$ cat src/hdl/abs_pkg.sv
// abs_pkg: shared types, codes and constants of the alternating-bit sender core
// depends on nothing; imported by every module of the block but abs_ram

package abs_pkg;

   localparam int PAYLOAD_BYTES_DEF = 20;

   localparam int REQ_DATA_W = 104;
   localparam int RSP_DATA_W = 48;

   localparam logic [15:0] TIMEOUT_RESET = 16'd50;
   localparam logic [31:0] ACK_DEFAULT   = 32'hFFFF_FFFF;
   localparam logic [1:0]  OUT_ACK_HDR   = 2'b11;

   // input word selector
   localparam logic [1:0] CMD_MSG_BYTE = 2'd0;
   localparam logic [1:0] CMD_RX_BYTE  = 2'd1;
   localparam logic [1:0] CMD_RX_HDR   = 2'd2;
   localparam logic [1:0] CMD_TICK     = 2'd3;

   // result word kind
   localparam logic [1:0] KIND_BYTE   = 2'd0;
   localparam logic [1:0] KIND_HDR    = 2'd1;
   localparam logic [1:0] KIND_ACK    = 2'd2;
   localparam logic [1:0] KIND_REFUSE = 2'd3;

   // ack report status
   localparam logic [1:0] STATUS_OK      = 2'd0;
   localparam logic [1:0] STATUS_BAD_SUM = 2'd1;
   localparam logic [1:0] STATUS_BAD_ACK = 2'd2;

   typedef enum logic [1:0] {
      ST_IDLE,
      ST_FETCH,
      ST_LOAD,
      ST_HDR
   } state_type;

   typedef struct packed {
      logic step;
      logic load_byte;
      logic load_hdr;
      logic idx_clr;
      logic idx_inc;
   } ctrl_type;

   typedef struct packed {
      logic held;
      logic out_free;
      logic send_start;
      logic idx_last;
   } stat_type;

endpackage

$ cat src/hdl/alternating_bit_sender_core.sv
// alternating_bit_sender_core: top level of the alternating-bit sender
// depends on abs_pkg, abs_ctrl, abs_dpath and abs_ram

// Alternating-bit protocol sender. Each input word is caught in a hold register and
// processed in the next free cycle. A word causes no result or a single result
// (refused message, ack report); a message byte that completes a message, or a tick
// that reaches the timeout, also sends the stored packet: PAYLOAD_BYTES payload words
// and then the header word with tlast set, through one fetch state and one load state
// per byte against the registered read port of the packet RAM, then a header state;
// no new word is processed meanwhile. The result register lets the next input word
// be taken while a result waits. The user writes timeout_ticks through
// csr_wr_en/csr_wr_data only while the block is idle; the block does not enforce this.
// A value of zero acts as one. The packet RAM needs no clearing after reset.

module alternating_bit_sender_core #(
   parameter int PAYLOAD_BYTES = abs_pkg::PAYLOAD_BYTES_DEF
) (
   input  logic                            clock,
   input  logic                            reset,
   input  logic                            csr_wr_en,
   input  logic [15:0]                     csr_wr_data,  // timeout_ticks
   input  logic                            req_tvalid,
   output logic                            req_tready,
   // data_byte[7:0], rx_seq_num[39:8], rx_ack_num[71:40], rx_check_value[103:72]
   input  logic [abs_pkg::REQ_DATA_W-1:0]  req_tdata,
   input  logic [1:0]                      req_tuser,    // cmd
   output logic                            rsp_tvalid,
   input  logic                            rsp_tready,
   // out_byte[7:0], out_seq[8], out_ack[10:9], out_check_value[42:11],
   // ack_status[44:43], zero fill[47:45]
   output logic [abs_pkg::RSP_DATA_W-1:0]  rsp_tdata,
   output logic [1:0]                      rsp_tuser,    // kind
   output logic                            rsp_tlast     // last
);

   import abs_pkg::*;

   ctrl_type ctrl;
   stat_type stat;

   abs_ctrl u_ctrl (
      .clock (clock),
      .reset (reset),
      .stat  (stat),
      .ctrl  (ctrl)
   );

   abs_dpath #(
      .PAYLOAD_BYTES (PAYLOAD_BYTES)
   ) u_dpath (
      .clock       (clock),
      .reset       (reset),
      .ctrl        (ctrl),
      .stat        (stat),
      .csr_wr_en   (csr_wr_en),
      .csr_wr_data (csr_wr_data),
      .req_tvalid  (req_tvalid),
      .req_tready  (req_tready),
      .req_tdata   (req_tdata),
      .req_tuser   (req_tuser),
      .rsp_tvalid  (rsp_tvalid),
      .rsp_tready  (rsp_tready),
      .rsp_tdata   (rsp_tdata),
      .rsp_tuser   (rsp_tuser),
      .rsp_tlast   (rsp_tlast)
   );

endmodule

$ cat src/hdl/abs_ram.sv
// abs_ram: generic single-write, single-read RAM with registered read data
// depends on nothing

module abs_ram #(
   parameter int WIDTH = 8,
   parameter int DEPTH = 20,
   localparam int AW = (DEPTH > 1) ? $clog2(DEPTH) : 1
) (
   input  logic             clock,
   input  logic             wr_en,
   input  logic [AW-1:0]    wr_addr,
   input  logic [WIDTH-1:0] wr_data,
   input  logic [AW-1:0]    rd_addr,
   output logic [WIDTH-1:0] rd_data
);

   logic [WIDTH-1:0] mem_ff [DEPTH];
   logic [WIDTH-1:0] rd_data_ff;

   always_ff @(posedge clock) begin
      if (wr_en) begin
         mem_ff[wr_addr] <= wr_data;
      end
      rd_data_ff <= mem_ff[rd_addr];
   end

   assign rd_data = rd_data_ff;

endmodule

$ cat src/hdl/abs_ctrl.sv
// abs_ctrl: controller state machine of the sender, sequences item steps and packet sends
// depends on abs_pkg

module abs_ctrl (
   input  logic               clock,
   input  logic               reset,
   input  abs_pkg::stat_type  stat,
   output abs_pkg::ctrl_type  ctrl
);

   import abs_pkg::*;

   state_type state_ff;
   state_type state_in;

   always_ff @(posedge clock) begin
      if (reset) begin
         state_ff <= ST_IDLE;
      end else begin
         state_ff <= state_in;
      end
   end

   always_comb begin
      state_in = state_ff;
      unique case (state_ff)
         ST_IDLE: begin
            if (stat.held && stat.out_free && stat.send_start) begin
               state_in = ST_FETCH;
            end
         end
         ST_FETCH: begin
            state_in = ST_LOAD;
         end
         ST_LOAD: begin
            if (stat.out_free) begin
               state_in = stat.idx_last ? ST_HDR : ST_FETCH;
            end
         end
         ST_HDR: begin
            if (stat.out_free) begin
               state_in = ST_IDLE;
            end
         end
         default: state_in = ST_IDLE;
      endcase
   end

   always_comb begin
      ctrl = '0;
      unique case (state_ff)
         ST_IDLE: begin
            ctrl.step    = stat.held && stat.out_free;
            ctrl.idx_clr = 1'b1;
         end
         ST_FETCH: begin
         end
         ST_LOAD: begin
            ctrl.load_byte = stat.out_free;
            ctrl.idx_inc   = stat.out_free && !stat.idx_last;
         end
         ST_HDR: begin
            ctrl.load_hdr = stat.out_free;
         end
         default: ctrl = '0;
      endcase
   end

endmodule

$ cat src/hdl/abs_dpath.sv
// abs_dpath: datapath of the sender: input hold register, protocol state, checksums,
// timer, packet RAM and the result register; depends on abs_pkg and abs_ram

module abs_dpath #(
   parameter int PAYLOAD_BYTES = abs_pkg::PAYLOAD_BYTES_DEF
) (
   input  logic                            clock,
   input  logic                            reset,
   input  abs_pkg::ctrl_type               ctrl,
   output abs_pkg::stat_type               stat,
   input  logic                            csr_wr_en,
   input  logic [15:0]                     csr_wr_data,
   input  logic                            req_tvalid,
   output logic                            req_tready,
   input  logic [abs_pkg::REQ_DATA_W-1:0]  req_tdata,
   input  logic [1:0]                      req_tuser,
   output logic                            rsp_tvalid,
   input  logic                            rsp_tready,
   output logic [abs_pkg::RSP_DATA_W-1:0]  rsp_tdata,
   output logic [1:0]                      rsp_tuser,
   output logic                            rsp_tlast
);

   import abs_pkg::*;

   localparam int AW = (PAYLOAD_BYTES > 1) ? $clog2(PAYLOAD_BYTES) : 1;
   localparam int CW = $clog2(PAYLOAD_BYTES + 1);

   // input hold register
   logic                  held_ff, held_in;
   logic [1:0]            h_cmd_ff;
   logic [REQ_DATA_W-1:0] h_data_ff;

   // protocol state
   logic [15:0]   timeout_ff;
   logic          seq_bit_ff, seq_bit_in;
   logic          in_transit_ff, in_transit_in;
   logic [31:0]   saved_chk_ff, saved_chk_in;
   logic          saved_seq_ff, saved_seq_in;
   logic [CW-1:0] msg_count_ff, msg_count_in;
   logic          msg_discard_ff, msg_discard_in;
   logic [31:0]   msg_sum_ff, msg_sum_in;
   logic [31:0]   rx_sum_ff, rx_sum_in;
   logic [CW-1:0] rx_count_ff, rx_count_in;
   logic [15:0]   tick_ff, tick_in;
   logic [AW-1:0] idx_ff;

   // result register
   logic        rsp_valid_ff, rsp_valid_in;
   logic [1:0]  r_kind_ff, r_kind_in;
   logic [7:0]  r_byte_ff, r_byte_in;
   logic        r_seq_ff, r_seq_in;
   logic [1:0]  r_ack_ff, r_ack_in;
   logic [31:0] r_chk_ff, r_chk_in;
   logic [1:0]  r_status_ff, r_status_in;
   logic        r_last_ff, r_last_in;
   logic        r_load;

   // step decode
   logic [7:0]    h_byte;
   logic [31:0]   h_seq, h_ack, h_chk, h_byte_sx;
   logic          msg_start, discard_now, refuse, msg_done;
   logic [CW-1:0] count_inc;
   logic [31:0]   msg_sum_now, rx_total;
   logic [16:0]   tick_inc;
   logic [15:0]   limit;
   logic          timeout_hit, send_start;
   logic          ram_we;
   logic [7:0]    ram_rd;
   logic          out_free;

   assign h_byte    = h_data_ff[7:0];
   assign h_seq     = h_data_ff[39:8];
   assign h_ack     = h_data_ff[71:40];
   assign h_chk     = h_data_ff[103:72];
   assign h_byte_sx = {{24{h_byte[7]}}, h_byte};

   assign out_free   = !rsp_valid_ff || rsp_tready;
   assign req_tready = !held_ff;

   assign msg_start   = (msg_count_ff == '0);
   assign discard_now = msg_start ? in_transit_ff : msg_discard_ff;
   assign refuse      = msg_start && in_transit_ff;
   assign count_inc   = msg_count_ff + 1'b1;
   assign msg_done    = (count_inc == CW'(PAYLOAD_BYTES));
   assign msg_sum_now = (msg_start ? 32'd0 : msg_sum_ff) + h_byte_sx;
   assign rx_total    = h_seq + h_ack + rx_sum_ff;

   // a zero timeout behaves as one
   assign limit       = (timeout_ff == 16'd0) ? 16'd1 : timeout_ff;
   assign tick_inc    = {1'b0, tick_ff} + 17'd1;
   assign timeout_hit = in_transit_ff && (tick_inc >= {1'b0, limit});

   always_comb begin
      send_start = 1'b0;
      unique case (h_cmd_ff)
         CMD_MSG_BYTE: send_start = !discard_now && msg_done;
         CMD_RX_BYTE:  send_start = 1'b0;
         CMD_RX_HDR:   send_start = 1'b0;
         CMD_TICK:     send_start = timeout_hit;
         default:      send_start = 1'b0;
      endcase
   end

   assign ram_we = ctrl.step && (h_cmd_ff == CMD_MSG_BYTE) && !discard_now;

   abs_ram #(
      .WIDTH (8),
      .DEPTH (PAYLOAD_BYTES)
   ) u_store (
      .clock   (clock),
      .wr_en   (ram_we),
      .wr_addr (msg_count_ff[AW-1:0]),
      .wr_data (h_byte),
      .rd_addr (idx_ff),
      .rd_data (ram_rd)
   );

   assign stat.held       = held_ff;
   assign stat.out_free   = out_free;
   assign stat.send_start = send_start;
   assign stat.idx_last   = (idx_ff == AW'(PAYLOAD_BYTES - 1));

   // protocol state update on a step
   always_comb begin
      seq_bit_in     = seq_bit_ff;
      in_transit_in  = in_transit_ff;
      saved_chk_in   = saved_chk_ff;
      saved_seq_in   = saved_seq_ff;
      msg_count_in   = msg_count_ff;
      msg_discard_in = msg_discard_ff;
      msg_sum_in     = msg_sum_ff;
      rx_sum_in      = rx_sum_ff;
      rx_count_in    = rx_count_ff;
      tick_in        = tick_ff;
      if (ctrl.step) begin
         unique case (h_cmd_ff)
            CMD_MSG_BYTE: begin
               msg_discard_in = discard_now;
               if (!discard_now) begin
                  msg_sum_in = msg_sum_now;
               end
               msg_count_in = msg_done ? '0 : count_inc;
               if (msg_done && !discard_now) begin
                  saved_chk_in  = msg_sum_now + {31'd0, seq_bit_ff} + ACK_DEFAULT;
                  saved_seq_in  = seq_bit_ff;
                  in_transit_in = 1'b1;
                  tick_in       = 16'd0;
               end
            end
            CMD_RX_BYTE: begin
               if (rx_count_ff < CW'(PAYLOAD_BYTES)) begin
                  rx_sum_in   = rx_sum_ff + h_byte_sx;
                  rx_count_in = rx_count_ff + 1'b1;
               end
            end
            CMD_RX_HDR: begin
               rx_sum_in   = 32'd0;
               rx_count_in = '0;
               if (rx_total == h_chk && h_ack == {31'd0, seq_bit_ff}) begin
                  seq_bit_in    = !seq_bit_ff;
                  in_transit_in = 1'b0;
                  tick_in       = 16'd0;
               end
            end
            CMD_TICK: begin
               if (in_transit_ff) begin
                  tick_in = timeout_hit ? 16'd0 : tick_inc[15:0];
               end
            end
            default: begin
            end
         endcase
      end
   end

   // result register loads
   always_comb begin
      r_load      = 1'b0;
      r_kind_in   = KIND_BYTE;
      r_byte_in   = 8'd0;
      r_seq_in    = 1'b0;
      r_ack_in    = 2'd0;
      r_chk_in    = 32'd0;
      r_status_in = STATUS_OK;
      r_last_in   = 1'b1;
      if (ctrl.step && h_cmd_ff == CMD_MSG_BYTE && refuse) begin
         r_load    = 1'b1;
         r_kind_in = KIND_REFUSE;
      end else if (ctrl.step && h_cmd_ff == CMD_RX_HDR) begin
         r_load    = 1'b1;
         r_kind_in = KIND_ACK;
         if (rx_total != h_chk) begin
            r_status_in = STATUS_BAD_SUM;
         end else if (h_ack != {31'd0, seq_bit_ff}) begin
            r_status_in = STATUS_BAD_ACK;
         end
      end else if (ctrl.load_byte) begin
         r_load    = 1'b1;
         r_kind_in = KIND_BYTE;
         r_byte_in = ram_rd;
         r_last_in = 1'b0;
      end else if (ctrl.load_hdr) begin
         r_load    = 1'b1;
         r_kind_in = KIND_HDR;
         r_seq_in  = saved_seq_ff;
         r_ack_in  = OUT_ACK_HDR;
         r_chk_in  = saved_chk_ff;
      end
   end

   assign held_in      = (req_tvalid && req_tready) || (held_ff && !ctrl.step);
   assign rsp_valid_in = r_load || (rsp_valid_ff && !rsp_tready);

   always_ff @(posedge clock) begin
      if (reset) begin
         held_ff        <= 1'b0;
         timeout_ff     <= TIMEOUT_RESET;
         seq_bit_ff     <= 1'b0;
         in_transit_ff  <= 1'b0;
         saved_chk_ff   <= 32'd0;
         saved_seq_ff   <= 1'b0;
         msg_count_ff   <= '0;
         msg_discard_ff <= 1'b0;
         msg_sum_ff     <= 32'd0;
         rx_sum_ff      <= 32'd0;
         rx_count_ff    <= '0;
         tick_ff        <= 16'd0;
         idx_ff         <= '0;
         rsp_valid_ff   <= 1'b0;
      end else begin
         held_ff        <= held_in;
         if (csr_wr_en) begin
            timeout_ff <= csr_wr_data;
         end
         seq_bit_ff     <= seq_bit_in;
         in_transit_ff  <= in_transit_in;
         saved_chk_ff   <= saved_chk_in;
         saved_seq_ff   <= saved_seq_in;
         msg_count_ff   <= msg_count_in;
         msg_discard_ff <= msg_discard_in;
         msg_sum_ff     <= msg_sum_in;
         rx_sum_ff      <= rx_sum_in;
         rx_count_ff    <= rx_count_in;
         tick_ff        <= tick_in;
         if (ctrl.idx_clr) begin
            idx_ff <= '0;
         end else if (ctrl.idx_inc) begin
            idx_ff <= idx_ff + 1'b1;
         end
         rsp_valid_ff   <= rsp_valid_in;
      end
   end

   always_ff @(posedge clock) begin
      if (req_tvalid && req_tready) begin
         h_cmd_ff  <= req_tuser;
         h_data_ff <= req_tdata;
      end
      if (r_load) begin
         r_kind_ff   <= r_kind_in;
         r_byte_ff   <= r_byte_in;
         r_seq_ff    <= r_seq_in;
         r_ack_ff    <= r_ack_in;
         r_chk_ff    <= r_chk_in;
         r_status_ff <= r_status_in;
         r_last_ff   <= r_last_in;
      end
   end

   assign rsp_tvalid = rsp_valid_ff;
   assign rsp_tuser  = r_kind_ff;
   assign rsp_tlast  = r_last_ff;
   assign rsp_tdata  = {3'd0, r_status_ff, r_chk_ff, r_ack_ff, r_seq_ff, r_byte_ff};

endmodule

$ cat config.mk
export PLATFORM = sky130hd
export DESIGN_NAME = alternating_bit_sender_core
export DESIGN_NICKNAME = d
export VERILOG_FILES = /design/src/hdl/abs_pkg.sv /design/src/hdl/alternating_bit_sender_core.sv /design/src/hdl/abs_ram.sv /design/src/hdl/abs_ctrl.sv /design/src/hdl/abs_dpath.sv
export SDC_FILE = /design/constraint.sdc
export NUM_CORES = 1
export LEC_CHECK = 0
export BUFFER_PORTS_ARGS = -buffer_cell sky130_fd_sc_hd__buf_2
export CAP_MARGIN = 20
export CELL_PAD_IN_SITES_DETAIL_PLACEMENT = 0
export CELL_PAD_IN_SITES_GLOBAL_PLACEMENT = 2
export CORE_MARGIN = 3
export CORE_UTILIZATION = 38
export CTS_BUF_LIST = sky130_fd_sc_hd__clkbuf_4
export CTS_CLUSTER_DIAMETER = 50
export DETAILED_ROUTE_END_ITERATION = 8
export PLACE_DENSITY_LB_ADDON = 0.1
export SYNTH_ARGS = -nofsm -noshare
export SYNTH_HDL_FRONTEND = slang
export SYNTH_HIERARCHICAL = 1
export SYNTH_SLANG_ARGS = --single-unit
$ cat constraint.sdc
create_clock -name clock -period 6.43 [get_ports clock]
set_input_delay 1.286 -clock clock [delete_from_list [all_inputs] [get_ports clock]]
set_output_delay 1.286 -clock clock [all_outputs]
set_load 0.05 [all_outputs]
==> flow_summary.toml <==
[run_status]
status = "finished, final reports clean"

[cts]
clk_pin_slew_ps = 60
cts_tree = "yes"
postCtsResizedCells = 0
post-cts-setup-buffers = 0
worstSkewPairLatency_ps = 930
hold_buffers = 0
clockBufferDepth = 3
ctsRootBufferMaster = "clkbuf_4"
clock_sinks = 472
cts_buffers = 137
cts_max_level = 4

[synthesis]
synthArstFlopShare_pct = 0
synthTopCellsByArea = "edfxtp_1 37%, dfxtp_1 13%, ha_1 5.7%"
synth_seq_cells = 472
syn_area_um2 = 25400
yosysSeqAreaShare_pct = 49.5
synth_top_area_share_pct = 37.0
synthFlopType = "edfxtp_1"
avgSynthCellArea_um2 = 11.2
synth_edf_count = 313
yosysUniqueCellTypes = 106
synth_warnings = 6
synth_top_area_cell = "edfxtp_1"
syn_inst = 2279

[worst_hold_path]
hold_class = "flip-flop to flip-flop"

[place]
place.gp.congestion = 0.872
dp_hpwl_um = 53400
io_buffers = 176
dp_worst_setup_slack_ps = 1070

[setup_path]
crit_type = "flip-flop to flip-flop"
crit_required_ps = 7220
worst_setup_path_start_kind = "flip-flop"
worstPathArrival_ps = 6140
crit_fanout = 12
endpoint_kind = "flip-flop"
worst-r2r-setup-slack_ps = 1080

[global_routing]
busiest_layer = "met2"
grt_pass1_wl_um = 111000
use_met3_pct = 4.13
grt_use_total_pct = 20.7
grt_util_met1_pct = 27.5
antenna_found_initial = 6
grt_max_degree = 108
grt_pass1_vias = 18900
overflow = 0
grtUsageMet2_pct = 33.9

[sta]
slew_headroom_pct = 29.4
slew_violations = 0
finClkSkew_ps = 71.6
rsz0062_at_grt = "false"
fin_ws_ps = 1080
worst_pin_slew_ps = 1060
setup_tns_ps = 0
setup_violations = 0
period_needed_ps = 5350
hold_violations = 0
fin_crit_sh_pct = 83.2
max_freq_mhz = 187

[detailed_routing]
drt_iter0_drc = 1051
ant_nets = 0
drt-wirelength-per-cell_um = 20.8
drc = 0
wirelength_um = 72600
vias_per_cell = 5.37
vias = 18800
firstDrtPassIters = 5

[pwr]
p_total_mw = 7.44
leakage_nw = 11.1
p_per_area_nw_per_um2 = 257
vdd_drop_max_mv = 0.168

[floorplanning]
core_um2 = 66000
rows = 94
initial_core_util_pct = 38.5
dieWidth_um = 265
dieArea_um2 = 70100
die_h_um = 265
io_pins = 180

[finish]
final_common_cell = "edfxtp_1"
nFillCells = 6336
area_delta_synth_final_pct = 13.7
drive_gt1_share_pct = 19.3
nNetsFinal = 2798
layout_common_cells = "313 x edfxtp_1, 206 x clkbuf_4, 199 x nor2_1"

[run]
cap_viol_max_count = 0
critical path: stages, from the launching register on:
cell and delay, ps:
dfxtp_1 380, inv_1 80, ha_1 130, nor4b_2 660, buf_4 320, nor2b_1 70
ha_1 440, and3_1 280, o2111ai_1 160, and2_1 210, a311oi_1 460, nand2_1 220
nor4_1 450, nand4b_1 310, nor4_4 320, nand2_1 130, or3_1 330, a311oi_1 280
Yosys cell counts, types with 32 or more instances:
library cell	number
nand4_1	36
and2_1	55
dfxtp_1	159
nor2_1	200
mux2i_1	55
xnor2_1	75
a21oi_1	134
nand3_1	44
and3_1	32
nand2_1	160
fa_1	34
ha_1	115
edfxtp_1	313
nor3_1	46
xor2_1	53
nor2b_1	54
a21o_1	43
inv_1	51
clkbuf_1	67
o21ai_0	78
a211oi_1	42
flip-flops by register name, indices dropped and copies added, names as in the netlist, 2 cells and up:
register and flops:
u_dpath/u_store/mem_ff 160, u_dpath/h_data_ff 104, u_dpath/msg_sum_ff 32, u_dpath/r_chk_ff 32, u_dpath/rx_sum_ff 32, u_dpath/saved_chk_ff 32
u_dpath/tick_ff 16, u_dpath/timeout_ff 16, u_dpath/r_byte_ff 8, u_dpath/u_store/rd_data 8, u_dpath/idx_ff 5, u_dpath/msg_count_ff 5
u_dpath/rx_count_ff 5, u_ctrl/state_ff 2, u_dpath/h_cmd_ff 2, u_dpath/r_status_ff 2, u_dpath/rsp_tuser 2
report_power, final:
part           switching (mW)  total (mW)  internal (mW)
Clock                    1.30        2.85           1.55
Combinational           0.772        1.21          0.436
Sequential             0.0606        3.38           3.32
Total                    2.13        7.44           5.31
final timing paths:
| path | startpoint | endpoint | cells after the start |
|---|---|---|---|
| worst max-delay path | u_dpath/msg_count_ff[0] | u_dpath/saved_chk_ff[30] | 17 |
| worst min-delay path | u_dpath/msg_sum_ff[15] | u_dpath/msg_sum_ff[15] | 2 |
| worst max register to register | u_dpath/msg_count_ff[0] | u_dpath/saved_chk_ff[30] | 17 |
| worst min register to register | u_dpath/msg_sum_ff[15] | u_dpath/msg_sum_ff[15] | 2 |
logic make-up (layout without fill, tap and decap cells):
logic type / count (synthesis) / in the layout / synth area share, %
compound gates: 523 / 523 / 14.0
xor+xnor: 131 / 131 / 4.60
buf+inv: 156 / 506 / 2.94
fa+ha+maj: 149 / 149 / 8.33
flops: 472 / 472 / 49.5
simple gates: 756 / 756 / 15.3
other cells: 1 / 5 / 0.0147
mux: 91 / 91 / 5.34
through the flow:
stage / cell area (µm²) / instances / utilization [%] / hold WS (ps)
2_1_floorplan: 25400 / 2281 / - / 427
3_3_place_gp: 27100 / 3247 / 41.1 / 441
3_5_place_dp: 27100 / 3247 / 41.1 / 443
4_1_cts: 28900 / 3495 / 43.8 / 375
5_1_grt: 28900 / 3497 / 43.8 / 416
6_report: 28900 / 3497 / 43.8 / 450
metal layers:
metal,routed length [µm],share of wire (%),vias to the layer above
li1,-,-,9144
met1,32600,45,9055
met2,34500,48,462
met3,3590,4.9,113
met4,1880,2.6,0
met5,0,0,-
layout make-up:
class	count	area (µm²)	area share, %
Sequential cell	472	12600	43.5
Multi-Input combinational cell	1653	12100	42.0
Clock buffer	206	1550	5.35
Timing Repair Buffer	207	1130	3.90
Tap cell	864	1080	3.74
Clock inverter	42	245	0.848
Inverter	51	191	0.662
Antenna cell	2	5.00	0.0173
No activity file was read; power rests on OpenSTA's default activity.
